<file path="config.mk">
export PLATFORM = sky130hd
export DESIGN_NAME = packet_frame_field_parser_top_flat
export DESIGN_NICKNAME = d
export VERILOG_FILES = /design/src/pff_pkg.sv /design/src/pff_if.sv /design/src/pff_core.sv /design/src/packet_frame_field_parser_top.sv /design/src/flat_wrapper.sv
export VERILOG_INCLUDE_DIRS = /design/src /design/src/src
export SDC_FILE = /design/constraint.sdc
export NUM_CORES = 1
export LEC_CHECK = 0
export BUFFER_PORTS_ARGS = -buffer_cell sky130_fd_sc_hd__buf_4
export CORE_MARGIN = 2
export CORE_UTILIZATION = 64
export CTS_CLUSTER_DIAMETER = 120
export DETAILED_ROUTE_END_ITERATION = 7
export PLACE_DENSITY = 0.86
export SYNTH_ARGS = -nofsm -noshare
export SYNTH_HDL_FRONTEND = slang
export SYNTH_SLANG_ARGS = --single-unit
</file>
<file path="constraint.sdc">
create_clock -name clk -period 8.9 [get_ports clk]
set_input_delay 0.89 -clock clk [delete_from_list [all_inputs] [get_ports clk]]
set_output_delay 0.89 -clock clk [all_outputs]
set_load 0.01 [all_outputs]
</file>
<file path="src/assert_macros.svh">
// Assertion helpers shared by the RTL files.
`ifndef ASSERT_MACROS_SVH
`define ASSERT_MACROS_SVH

// Same-cycle implication, sampled on the rising clock edge, off during reset.
`define ASSERT_IMPLY(label, clk, rst_n, ante, cons) \
	label: assert property (@(posedge clk) disable iff (!(rst_n)) (ante) |-> (cons)) \
		else $error("implication check failed");

// Next-cycle implication, sampled on the rising clock edge, off during reset.
`define ASSERT_NEXT(label, clk, rst_n, ante, cons) \
	label: assert property (@(posedge clk) disable iff (!(rst_n)) (ante) |=> (cons)) \
		else $error("next-cycle check failed");

`endif

</file>
<file path="src/pff_pkg.sv">
`timescale 1ns / 1ps

package pff_pkg;

	// Frame limits
	localparam int MAX_ADDRESSES  = 10;
	localparam int MAX_INFO_BYTES = 256;
	localparam int ADDR_CNT_W     = $clog2(MAX_ADDRESSES + 1);
	localparam int INFO_CNT_W     = $clog2(MAX_INFO_BYTES + 1);

	// Minimum frame length in bytes, check sequence included
	localparam logic [3:0] MIN_FRAME_LEN = 4'd14;

	// CRC-16/X.25, reflected form
	localparam logic [15:0] CRC_INIT = 16'hFFFF;
	localparam logic [15:0] CRC_XOR  = 16'hFFFF;
	localparam logic [15:0] CRC_POLY = 16'h8408;

	// Callsign bytes in one address before the SSID byte
	localparam logic [2:0] CALL_LEN = 3'd6;

	// Control low bits that call for a PID byte
	localparam logic [1:0] CTRL_PID_CODE = 2'b11;

	typedef enum logic [2:0] {
		KIND_CALL = 3'd0,
		KIND_SSID = 3'd1,
		KIND_CTRL = 3'd2,
		KIND_PID  = 3'd3,
		KIND_INFO = 3'd4
	} field_kind_t;

	typedef enum logic [1:0] {
		ST_OK      = 2'd0,
		ST_SHORT   = 2'd1,
		ST_NO_CTRL = 2'd2,
		ST_NO_PID  = 2'd3
	} status_t;

	// One result of the parser, with a flag for whether it exists
	typedef struct packed {
		logic        present;
		logic        byte_valid;
		logic [7:0]  field_byte;
		field_kind_t field_kind;
		logic [3:0]  address_slot;
		logic [7:0]  field_offset;
		logic        frame_done;
		status_t     status;
		logic [3:0]  address_total;
		logic [8:0]  info_total;
		logic        info_truncated;
		logic [15:0] received_check;
		logic        check_ok;
	} pff_result_t;

	// Fold one byte into the running CRC, LSB first
	function automatic logic [15:0] crc_byte(input logic [15:0] crc, input logic [7:0] b);
		logic [15:0] c;
		c = crc ^ {8'h00, b};
		for (int k = 0; k < 8; k++) begin
			if (c[0]) begin
				c = (c >> 1) ^ CRC_POLY;
			end else begin
				c = c >> 1;
			end
		end
		return c;
	endfunction

endpackage

</file>
<file path="src/pff_if.sv">
`timescale 1ns / 1ps

// Byte stream into the parser
interface pff_in_if;
	logic       valid;
	logic       ready;
	logic [7:0] data_byte;
	logic       frame_end;

	modport source (output valid, output data_byte, output frame_end, input ready);
	modport sink (input valid, input data_byte, input frame_end, output ready);
endinterface

// Classified bytes and frame reports out of the parser
interface pff_out_if;
	logic        valid;
	logic        ready;
	logic        byte_valid;
	logic [7:0]  field_byte;
	logic [2:0]  field_kind;
	logic [3:0]  address_slot;
	logic [7:0]  field_offset;
	logic        frame_done;
	logic [1:0]  status;
	logic [3:0]  address_total;
	logic [8:0]  info_total;
	logic        info_truncated;
	logic [15:0] received_check;
	logic        check_ok;

	modport source (
		output valid, output byte_valid, output field_byte, output field_kind,
		output address_slot, output field_offset, output frame_done, output status,
		output address_total, output info_total, output info_truncated,
		output received_check, output check_ok, input ready
	);
	modport sink (
		input valid, input byte_valid, input field_byte, input field_kind,
		input address_slot, input field_offset, input frame_done, input status,
		input address_total, input info_total, input info_truncated,
		input received_check, input check_ok, output ready
	);
endinterface

</file>
<file path="src/pff_core.sv">
`timescale 1ns / 1ps

`include "assert_macros.svh"

// Frame state, byte classification and CRC for one byte per cycle while advance is high.
module pff_core (
	input  logic                 clk,
	input  logic                 arst_n,
	input  logic                 advance,
	input  logic [7:0]           data_byte,
	input  logic                 frame_end,
	output pff_pkg::pff_result_t result
);
	import pff_pkg::*;

	typedef enum logic [1:0] {
		PH_ADDR,
		PH_CTRL,
		PH_PID,
		PH_INFO
	} phase_t;

	typedef enum logic [1:0] {
		FILL_EMPTY,
		FILL_ONE,
		FILL_FULL
	} fill_t;

	logic [7:0]            dly0_q, dly1_q, dly0_d, dly1_d;
	fill_t                 fill_q, fill_d;
	phase_t                phase_q, phase_d;
	logic [2:0]            apos_q, apos_d;
	logic [ADDR_CNT_W-1:0] acnt_q, acnt_d, acnt_inc;
	logic [INFO_CNT_W-1:0] icnt_q, icnt_d;
	logic [3:0]            len_q, len_d;
	logic [15:0]           crc_q, crc_d;
	logic                  trunc_q, trunc_d;
	logic [15:0]           check;
	logic                  check_en;
	logic                  have;

	// Next state and result for the byte now in the input stage
	always_comb begin
		dly0_d   = dly0_q;
		dly1_d   = dly1_q;
		fill_d   = fill_q;
		phase_d  = phase_q;
		apos_d   = apos_q;
		acnt_d   = acnt_q;
		icnt_d   = icnt_q;
		trunc_d  = trunc_q;
		crc_d    = crc_q;
		len_d    = (len_q < MIN_FRAME_LEN) ? len_q + 4'd1 : len_q;
		acnt_inc = acnt_q + 1'b1;
		have     = 1'b0;
		check    = '0;
		check_en = 1'b0;
		result   = '0;

		case (fill_q)
			FILL_EMPTY: begin
				dly0_d = data_byte;
				fill_d = FILL_ONE;
				check  = {8'h00, data_byte};
			end
			FILL_ONE: begin
				dly1_d   = data_byte;
				fill_d   = FILL_FULL;
				check    = {data_byte, dly0_q};
				check_en = 1'b1;
			end
			default: begin
				// Release the oldest held byte into the body
				crc_d = crc_byte(crc_q, dly0_q);
				result.field_byte = dly0_q;
				case (phase_q)
					PH_ADDR: begin
						have = 1'b1;
						result.address_slot = 4'(acnt_q);
						if (apos_q < CALL_LEN) begin
							result.field_kind   = KIND_CALL;
							result.field_offset = 8'(apos_q);
							apos_d = apos_q + 3'd1;
						end else begin
							result.field_kind = KIND_SSID;
							apos_d = '0;
							acnt_d = acnt_inc;
							if (dly0_q[0] || (32'(acnt_inc) >= MAX_ADDRESSES)) begin
								phase_d = PH_CTRL;
							end
						end
					end
					PH_CTRL: begin
						have = 1'b1;
						result.field_kind = KIND_CTRL;
						phase_d = (dly0_q[1:0] == CTRL_PID_CODE) ? PH_PID : PH_INFO;
					end
					PH_PID: begin
						have = 1'b1;
						result.field_kind = KIND_PID;
						phase_d = PH_INFO;
					end
					default: begin
						if (32'(icnt_q) < MAX_INFO_BYTES) begin
							have = 1'b1;
							result.field_kind   = KIND_INFO;
							result.field_offset = 8'(icnt_q);
							icnt_d = icnt_q + 1'b1;
						end else begin
							trunc_d = 1'b1;
						end
					end
				endcase
				dly0_d   = dly1_q;
				dly1_d   = data_byte;
				check    = {data_byte, dly1_q};
				check_en = 1'b1;
			end
		endcase

		// Clear byte fields when nothing was classified
		if (!have) begin
			result.field_byte   = '0;
			result.field_kind   = KIND_CALL;
			result.address_slot = '0;
			result.field_offset = '0;
		end
		result.byte_valid = have;
		result.present    = have || frame_end;

		// Frame report
		if (frame_end) begin
			result.frame_done = 1'b1;
			if (len_d < MIN_FRAME_LEN) begin
				result.status = ST_SHORT;
			end else if (phase_d == PH_ADDR || phase_d == PH_CTRL) begin
				result.status = ST_NO_CTRL;
			end else if (phase_d == PH_PID) begin
				result.status = ST_NO_PID;
			end else begin
				result.status = ST_OK;
			end
			result.address_total  = 4'(acnt_d);
			result.info_total     = 9'(icnt_d);
			result.info_truncated = trunc_d;
			result.received_check = check;
			result.check_ok       = check_en && ((crc_d ^ CRC_XOR) == check);
		end
	end

	// Hold frame state; return to idle after every frame end
	always_ff @(posedge clk or negedge arst_n) begin
		if (!arst_n) begin
			dly0_q  <= '0;
			dly1_q  <= '0;
			fill_q  <= FILL_EMPTY;
			phase_q <= PH_ADDR;
			apos_q  <= '0;
			acnt_q  <= '0;
			icnt_q  <= '0;
			len_q   <= '0;
			crc_q   <= CRC_INIT;
			trunc_q <= 1'b0;
		end else if (advance) begin
			if (frame_end) begin
				dly0_q  <= '0;
				dly1_q  <= '0;
				fill_q  <= FILL_EMPTY;
				phase_q <= PH_ADDR;
				apos_q  <= '0;
				acnt_q  <= '0;
				icnt_q  <= '0;
				len_q   <= '0;
				crc_q   <= CRC_INIT;
				trunc_q <= 1'b0;
			end else begin
				dly0_q  <= dly0_d;
				dly1_q  <= dly1_d;
				fill_q  <= fill_d;
				phase_q <= phase_d;
				apos_q  <= apos_d;
				acnt_q  <= acnt_d;
				icnt_q  <= icnt_d;
				len_q   <= len_d;
				crc_q   <= crc_d;
				trunc_q <= trunc_d;
			end
		end
	end

	`ASSERT_IMPLY(a_info_idle_in_header, clk, arst_n, phase_q != PH_INFO, icnt_q == '0 && !trunc_q)
	`ASSERT_IMPLY(a_body_needs_full_delay, clk, arst_n, phase_q != PH_ADDR || apos_q != '0, fill_q == FILL_FULL)
	`ASSERT_IMPLY(a_call_pos_bound, clk, arst_n, 1'b1, apos_q <= CALL_LEN)

endmodule

</file>
<file path="src/packet_frame_field_parser_top.sv">
`timescale 1ns / 1ps

`include "assert_macros.svh"

// The result a byte causes is computed from the input stage and registered when that stage advances.
// Throughput: one byte per cycle while results drain; a waiting result stalls the input stage.
// The trailing two check bytes give no classified result; the last byte carries the report.
// Reset (arst_n low, asynchronous) empties both stages and returns the frame state to idle;
// frame state also returns to idle after every frame end.
module packet_frame_field_parser_top (
	input logic clk,
	input logic arst_n,
	pff_in_if.sink    frame_in,
	pff_out_if.source field_out
);
	import pff_pkg::*;

	logic        valid_s1;
	logic [7:0]  byte_s1;
	logic        end_s1;
	logic        out_valid_q;
	pff_result_t res_q;
	pff_result_t res_d;
	logic        advance;

	// Move the input stage on when the result register is free or being drained
	assign advance        = valid_s1 && (!out_valid_q || field_out.ready);
	assign frame_in.ready = !valid_s1 || advance;

	// Input stage
	always_ff @(posedge clk or negedge arst_n) begin
		if (!arst_n) begin
			valid_s1 <= 1'b0;
		end else if (frame_in.ready) begin
			valid_s1 <= frame_in.valid;
		end
	end

	always_ff @(posedge clk) begin
		if (frame_in.ready && frame_in.valid) begin
			byte_s1 <= frame_in.data_byte;
			end_s1  <= frame_in.frame_end;
		end
	end

	pff_core u_core (
		.clk       (clk),
		.arst_n    (arst_n),
		.advance   (advance),
		.data_byte (byte_s1),
		.frame_end (end_s1),
		.result    (res_d)
	);

	// Result register: load on a result, drop the transaction once taken
	always_ff @(posedge clk or negedge arst_n) begin
		if (!arst_n) begin
			out_valid_q <= 1'b0;
		end else if (advance && res_d.present) begin
			out_valid_q <= 1'b1;
		end else if (field_out.ready) begin
			out_valid_q <= 1'b0;
		end
	end

	always_ff @(posedge clk) begin
		if (advance && res_d.present) begin
			res_q <= res_d;
		end
	end

	assign field_out.valid          = out_valid_q;
	assign field_out.byte_valid     = res_q.byte_valid;
	assign field_out.field_byte     = res_q.field_byte;
	assign field_out.field_kind     = res_q.field_kind;
	assign field_out.address_slot   = res_q.address_slot;
	assign field_out.field_offset   = res_q.field_offset;
	assign field_out.frame_done     = res_q.frame_done;
	assign field_out.status         = res_q.status;
	assign field_out.address_total  = res_q.address_total;
	assign field_out.info_total     = res_q.info_total;
	assign field_out.info_truncated = res_q.info_truncated;
	assign field_out.received_check = res_q.received_check;
	assign field_out.check_ok       = res_q.check_ok;

	`ASSERT_IMPLY(a_slot_in_range, clk, arst_n, out_valid_q && res_q.byte_valid && (res_q.field_kind == KIND_CALL || res_q.field_kind == KIND_SSID), 32'(res_q.address_slot) < MAX_ADDRESSES)
	`ASSERT_IMPLY(a_ok_has_address, clk, arst_n, out_valid_q && res_q.frame_done && res_q.status == ST_OK, res_q.address_total != '0)
	`ASSERT_NEXT(a_result_holds, clk, arst_n, out_valid_q && !field_out.ready, out_valid_q && $stable(res_q))

endmodule

</file>
<file path="src/flat_wrapper.sv">
// flat-port wrapper written by rule: the top's interface ports become plain ports
module packet_frame_field_parser_top_flat import pff_pkg::*;
  (clk, arst_n, frame_in_valid, frame_in_data_byte, frame_in_frame_end, frame_in_ready, field_out_valid, field_out_byte_valid, field_out_field_byte, field_out_field_kind, field_out_address_slot, field_out_field_offset, field_out_frame_done, field_out_status, field_out_address_total, field_out_info_total, field_out_info_truncated, field_out_received_check, field_out_check_ok, field_out_ready);
  pff_in_if frame_in_i ();
  pff_out_if field_out_i ();
  input logic clk;
  input logic arst_n;
  input wire logic [$bits(frame_in_i.valid)-1:0] frame_in_valid;
  input wire logic [$bits(frame_in_i.data_byte)-1:0] frame_in_data_byte;
  input wire logic [$bits(frame_in_i.frame_end)-1:0] frame_in_frame_end;
  output wire logic [$bits(frame_in_i.ready)-1:0] frame_in_ready;
  output wire logic [$bits(field_out_i.valid)-1:0] field_out_valid;
  output wire logic [$bits(field_out_i.byte_valid)-1:0] field_out_byte_valid;
  output wire logic [$bits(field_out_i.field_byte)-1:0] field_out_field_byte;
  output wire logic [$bits(field_out_i.field_kind)-1:0] field_out_field_kind;
  output wire logic [$bits(field_out_i.address_slot)-1:0] field_out_address_slot;
  output wire logic [$bits(field_out_i.field_offset)-1:0] field_out_field_offset;
  output wire logic [$bits(field_out_i.frame_done)-1:0] field_out_frame_done;
  output wire logic [$bits(field_out_i.status)-1:0] field_out_status;
  output wire logic [$bits(field_out_i.address_total)-1:0] field_out_address_total;
  output wire logic [$bits(field_out_i.info_total)-1:0] field_out_info_total;
  output wire logic [$bits(field_out_i.info_truncated)-1:0] field_out_info_truncated;
  output wire logic [$bits(field_out_i.received_check)-1:0] field_out_received_check;
  output wire logic [$bits(field_out_i.check_ok)-1:0] field_out_check_ok;
  input wire logic [$bits(field_out_i.ready)-1:0] field_out_ready;
  assign frame_in_i.valid = frame_in_valid;
  assign frame_in_i.data_byte = frame_in_data_byte;
  assign frame_in_i.frame_end = frame_in_frame_end;
  assign frame_in_ready = frame_in_i.ready;
  assign field_out_valid = field_out_i.valid;
  assign field_out_byte_valid = field_out_i.byte_valid;
  assign field_out_field_byte = field_out_i.field_byte;
  assign field_out_field_kind = field_out_i.field_kind;
  assign field_out_address_slot = field_out_i.address_slot;
  assign field_out_field_offset = field_out_i.field_offset;
  assign field_out_frame_done = field_out_i.frame_done;
  assign field_out_status = field_out_i.status;
  assign field_out_address_total = field_out_i.address_total;
  assign field_out_info_total = field_out_i.info_total;
  assign field_out_info_truncated = field_out_i.info_truncated;
  assign field_out_received_check = field_out_i.received_check;
  assign field_out_check_ok = field_out_i.check_ok;
  assign field_out_i.ready = field_out_ready;
  packet_frame_field_parser_top u_core (.clk(clk), .arst_n(arst_n), .frame_in(frame_in_i), .field_out(field_out_i));
endmodule
</file>
== Yosys cells after proc, flatten, opt, wreduce, memory -nomap -nowiden ==
Cells that the tools add are included.

* Add/sub/neg operators: 4
* Magnitude comparators: 5
* Equality and inequality tests: 10
* Muxes and demuxes: 64
* Bitwise logic cells: 13
* Reduce and logical (&&, ||, !) cells: 27

{| class="wikitable"
|+ Operators with widths
! kind !! count
|-
| 16-bit 2-to-1 mux || 17
|-
| 9-bit 2-to-1 mux || 4
|-
| 34-bit 2-to-1 mux || 1
|-
| 8-bit 2-to-1 mux || 4
|-
| 16-bit case mux with 2 select lines || 1
|-
| 8-bit case mux with 2 select lines || 2
|-
| 4-bit 2-to-1 mux || 6
|-
| 2-bit NOT with 3-bit output || 8
|-
| 3-bit 2-to-1 mux || 6
|-
| 16-bit == test || 1
|-
| 2-bit 2-to-1 mux || 8
|-
| 16-bit NOT || 1
|-
| 16-bit by 8-bit XOR with 16-bit output || 1
|-
| 1-bit 2-to-1 mux || 12
|-
| 9-bit by 1-bit adder with 9-bit output, second input constant || 1
|-
| 9-bit < comparator, second input constant || 1
|-
| 3-bit case mux with 3 select lines || 1
|-
| 4-bit by 1-bit adder with 4-bit output, second input constant || 2
|-
| 4-bit < comparator, second input constant || 2
|-
| 2-bit by 1-bit == test with 1-bit output, second input constant || 3
|-
| 2-bit == test, second input constant || 3
|-
| 2-bit logical NOT || 3
|-
| 2-bit by 1-bit inequality test with 1-bit output, second input constant || 3
|-
| 2-bit case mux with 3 select lines || 1
|-
| 15 further kinds || 31
|}

* Flip-flop bits (word level): 126
* Bits of input ports: 13
* Output and inout bits: 60
* Logic and storage cells: 150

== Longest topological paths before layout ==
* Word-level depth: 29
* Mapped depth: 9
* Depth with buffers taken out: 8

== Hierarchy ==
A second synthesis with hierarchy kept.

* Cell total of the unflattened synthesis: 601
* Area, all modules: 6760.2 um2

{| class="wikitable"
|+ Modules (own cells, without submodules)
! module !! instances !! cells an instance !! area each (um2) !! sequential area each (um2)
|-
| pff_core || 1 || 524 || 4639.4 || 1446.4
|-
| packet_frame_field_parser_top || 1 || 77 || 2120.8 || 2062.0
|}

== Worst setup path before layout ==
Ideal clock, no wire load.

* Path kind: input-to-reg
* From: input port field_out_ready
* To: register u_core.res_q (netlist bit u_core.field_out.address_slot[0]) (enable)
* Library setup time: 0.474 ns
* Arrival time: 3.917 ns
* Data required time: 8.426 ns
* Path slack: 4.509 ns
* Stages on the path: 5
* Buffers on the path: 2
* Path through: nand2b_1 nand2_1 clkbuf_1 clkbuf_1 nor2_1

* Word-level cells in the longest chain between the ends: 3

{| class="wikitable"
|+ Ends and longest elaborated chain
! element !! RTL line !! RTL
|-
| from (decl) || flat_wrapper.sv:25 || <nowiki>input wire logic [$bits(field_out_i.ready)-1:0] field_out_ready;</nowiki>
|-
| 1-bit logical OR || packet_frame_field_parser_top.sv:27 || <nowiki>assign advance = valid_s1 && (!out_valid_q || field_out.ready);</nowiki>
|-
| 1-bit logical AND || packet_frame_field_parser_top.sv:27 ||
|-
| 1-bit logical AND || packet_frame_field_parser_top.sv:67 || <nowiki>if (advance && res_d.present) begin</nowiki>
|-
| to (signal assigned) || packet_frame_field_parser_top.sv:68 || <nowiki>res_q <= res_d;</nowiki>
|-
| to (decl) || packet_frame_field_parser_top.sv:22 || <nowiki>pff_result_t res_q;</nowiki>
|}

Every way passes these cells.
A chain may end at the register's enable or synchronous reset.

== Final worst setup path ==
* From: register u_core.u_core.phase_q[0]
* To: register u_core.res_q (netlist bit u_core.field_out.field_offset[7]) (enable)

* Word-level cells in the longest chain between the ends: 6
* Elaborated cells on any way between the ends: 8
* Those cells by class: eq/ne (2); mux (2); reduce/logical (4)

{| class="wikitable"
|+ Ends and longest elaborated chain
! element !! RTL line !! RTL
|-
| from (decl) || pff_core.sv:31 || <nowiki>phase_t phase_q, phase_d;</nowiki>
|-
| from (signal assigned) || pff_core.sv:180 || <nowiki>phase_q <= phase_d;</nowiki>
|-
| 2-bit == test, or another cell as far along || pff_core.sv:76 || <nowiki>case (phase_q)</nowiki>
|-
| 3-bit OR reduction (no line) (*) || n/a ||
|-
| 1-bit 2-to-1 mux (*) || pff_core.sv:76 ||
|-
| 1-bit 2-to-1 mux (*) || pff_core.sv:60 || <nowiki>case (fill_q)</nowiki>
|-
| named net u_core.u_core.have || pff_core.sv:40 || <nowiki>logic have;</nowiki>
|-
| 1-bit logical OR (*) || pff_core.sv:129 || <nowiki>result.present = have || frame_end;</nowiki>
|-
| 1-bit logical AND (*) || packet_frame_field_parser_top.sv:67 ||
|}

Mark *: on every way through the listed nets, which the timed path passes. The rest lies on a longest branch.

==> results_dict.tcl <==
set metrics [dict create \
    min_period_ps 2990 \
    synth_top_area_cell "edfxtp_1" \
    layout_setup_ws_ps 5910 \
    clk_path_buf_depth 2 \
    worst_hold_path_type "in -> async" \
    clockRootBuffer "clkbuf_8" \
    stdcell_count 820 \
    fin_skew_ps 6.55 \
    synth-seq-area-share 0.525 \
    cp_cell_sequence "ha_1, nand2_1, nand2_1, inv_1, nor2_1, nor2_4, buf_4" \
    drive_above_1_share 0.197 \
    synth_fp_nets 645 \
    total_power_mw 2.91 \
    synthFlopType "edfxtp_1" \
    ys_types 60 \
    synth_cells 621 \
    dp_hpwl_um 10400 \
    grt_first_pass_wirelength_um 26800 \
    vias_per_cell 6.40 \
    reg2reg_depth 7 \
    htreeDepth 4 \
    grt_max_degree 93 \
    tritoncts "built" \
    coreArea_mm2 0.0102 \
    cts.repair.resized 0 \
    wl_per_cell_um 20.3 \
    clk_pin_slew_ps 60 \
    mostFrequentLayoutCells "buf_4, edfxtp_1, nand2_1" \
    synth_edf_count 67 \
    crit_buf_inv 2 \
    start_kind "register" \
    row_count 37 \
    finalSetupViolCount 0 \
    arrival_ps 3170 \
    rsz0062_at_grt "no" \
    async_reset_ff_frac 0.468 \
    areaGrowthSynthToFinish_pct 17.4 \
    cpMaxStageDelayCell "nor2_4" \
    syn_area_per_cell_um2 10.8 \
    worstSkewPairLatency_ps 530 \
    slew_viol_final 0 \
    dr.pass1.iters 5 \
    worstSetupEndpointType "register" \
    routed_wl_um 16600 \
    first_global_vias 5221 \
    worstMarginPinSlew_ps 1140 \
    ys_top_cells_by_area "edfxtp_1, dfrtp_1, dfstp_2, nand2_1, xnor2_1" \
    pre_cts_ws_ps 5950 \
    drv_cap 0 \
    hold_viol 0 \
    cts_hold_buffers 0 \
    post-place-cells 788 \
    reg2reg_slack_ps 5910 \
    fin_util 0.767 \
    nNetsFinal 695 \
    path_class "reg -> reg" \
    tns_ps 0 \
    cts_setup_buffers 0 \
    synth_top_area_share 0.301 \
    timing.rr.start "u_core.u_core.phase_q[0]" \
    die_y_um 106 \
    grt_usage 0.313 \
    finalCritPeriodShare 0.336 \
    portBuffers 72 \
    place.gp.congestion 0.906 \
    antenna_found_initial 0 \
    p_leak_nw 3.28 \
    ant_nets 0 \
    max_stage_delay_ps 550 \
    ys_ff_latch 126 \
    cp.required_ps 9070 \
    peakVddDrop_v 0.000229 \
    max_freq_mhz 334 \
    die_w_um 106 \
    cts_made_buffers 17 \
    die-area_mm2 0.0113 \
    io_pins 73 \
    route.detailed.drc 0 \
    relSlewSlack 0.237 \
    r2r_end "u_core.field_out.field_offset[7]" \
    syn-cell-area_mm2 0.00669 \
    status "finished clean" \
    p_per_area_mw_per_mm2 370 \
    drt_iter0_drc 571 \
    crit_path_frequent_cell "nand2_1" \
    antenna_cells 0 \
    vias 5251 \
    initial_core_util 0.653 \
    yosysWarnings 0 \
    clock_sinks 126 \
    crit_fanout 37 \
    cpLargestDelayFamily "simple AND/OR/NAND/NOR gates" \
    layout_commonest_cell "buf_4" \
    overflow 0 \
]
==> worst register-to-register path, delay by kind of cell (launching register included) <==
family / cells / cell delay (ps)
adders and majority gates: 1 / 250
and+or+nand+nor: 4 / 1160
DFF: 1 / 430
buffers and inverters: 2 / 770
==> report_power, final <==
part / total, mW / switching (mW) / internal, mW
clock network: 0.682 / 0.250 / 0.432
logic: 1.23 / 0.701 / 0.529
registers: 0.994 / 0.181 / 0.813
==> cell families after synthesis <==
logic type / Yosys count / share of synthesized area
compound gates: 163 / 0.171
xor+xnor: 55 / 0.0810
fa+ha+maj: 11 / 0.0206
buf+inv: 58 / 0.0333
flops: 126 / 0.525
mux: 19 / 0.0286
simple gates: 189 / 0.141
==> worst max-delay path by stage <==
stage                                        start                                  to  slack [ps]  cells after the start
after floorplan                    field_out_ready    u_core.field_out.address_slot[0]        4510                      5
after global placement             field_out_ready  u_core.field_out.received_check[0]        6130                      6
after detailed placement           field_out_ready  u_core.field_out.received_check[0]        5950                      6
after CTS                 u_core.u_core.phase_q[0]     u_core.field_out.info_truncated        5940                      7
after global routing      u_core.u_core.phase_q[0]    u_core.field_out.field_offset[0]        5770                      7
final                     u_core.u_core.phase_q[0]    u_core.field_out.field_offset[7]        5910                      7
==> final cells by class <==
cell class	count	area, µm²
inverters	11	41.3
clock buffers	21	439
fillers	645	2380
well taps	136	170
clock inverters	11	141
repair buffers	78	586
multi-input cells	437	2960
flip-flops and latches	126	3510
==> sequential cells by signal, indices dropped and copies added, names as in the netlist, 2 cells and up <==
signal	flops
u_core.u_core.dly0_q	8
u_core.byte_s1	8
u_core.field_out.address_total	4
u_core.field_out.address_slot	4
u_core.u_core.acnt_q	4
u_core.field_out.field_offset	8
u_core.field_out.field_kind	3
u_core.u_core.fill_q	2
u_core.u_core.len_q	4
u_core.field_out.field_byte	8
u_core.u_core.phase_q	2
u_core.field_out.received_check	16
u_core.field_out.info_total	9
u_core.field_out.status	2
u_core.u_core.dly1_q	8
u_core.u_core.icnt_q	9
u_core.u_core.apos_q	3
u_core.u_core.crc_q	16
==> per-layer routing <==
layer	global-route usage	share of wire	up-vias
met1	0.400	0.39	2538
met2	0.503	0.49	296
li1	-	-	2370
met5	0	0	-
met3	0.0852	0.086	47
met4	0.135	0.026	0
==> cells in the mapped netlist, types with 2 or more instances <==
library cell	n
edfxtp_1	67
nand2_1	65
dfrtp_1	43
o21ai_0	39
clkbuf_1	34
nor2_1	34
and3_1	27
xnor2_1	27
a21oi_1	25
o22a_1	25
xor2_1	21
and2_1	18
mux2i_1	18
dfstp_2	16
a31oi_1	12
ha_1	11
nor2b_1	11
inv_1	10
o31ai_1	10
buf_1	9
a22oi_1	8
o211a_1	8
nor3_1	7
nand2b_1	6
nand3_1	5
o22ai_1	5
xnor2_2	5
a211oi_1	4
buf_2	4
a32oi_1	3
and4_1	3
a22o_1	2
a41oi_1	2
and3b_1	2
nand3b_1	2
nand4_1	2
nor3b_1	2
o2111ai_1	2
o21a_1	2
o21ai_1	2
o22a_2	2
o311a_1	2
or3_1	2
==> through the flow <==
| stage | area, µm² | hold WS (ps) |
|---|---|---|
| after global placement | 7270 | 514 |
| after detailed placement | 7270 | 530 |
| after floorplan | 6690 | 424 |
| after CTS | 7850 | 456 |
| after global routing | 7850 | 486 |
| final | 7850 | 427 |
No activity file was read; power rests on OpenSTA's default activity.
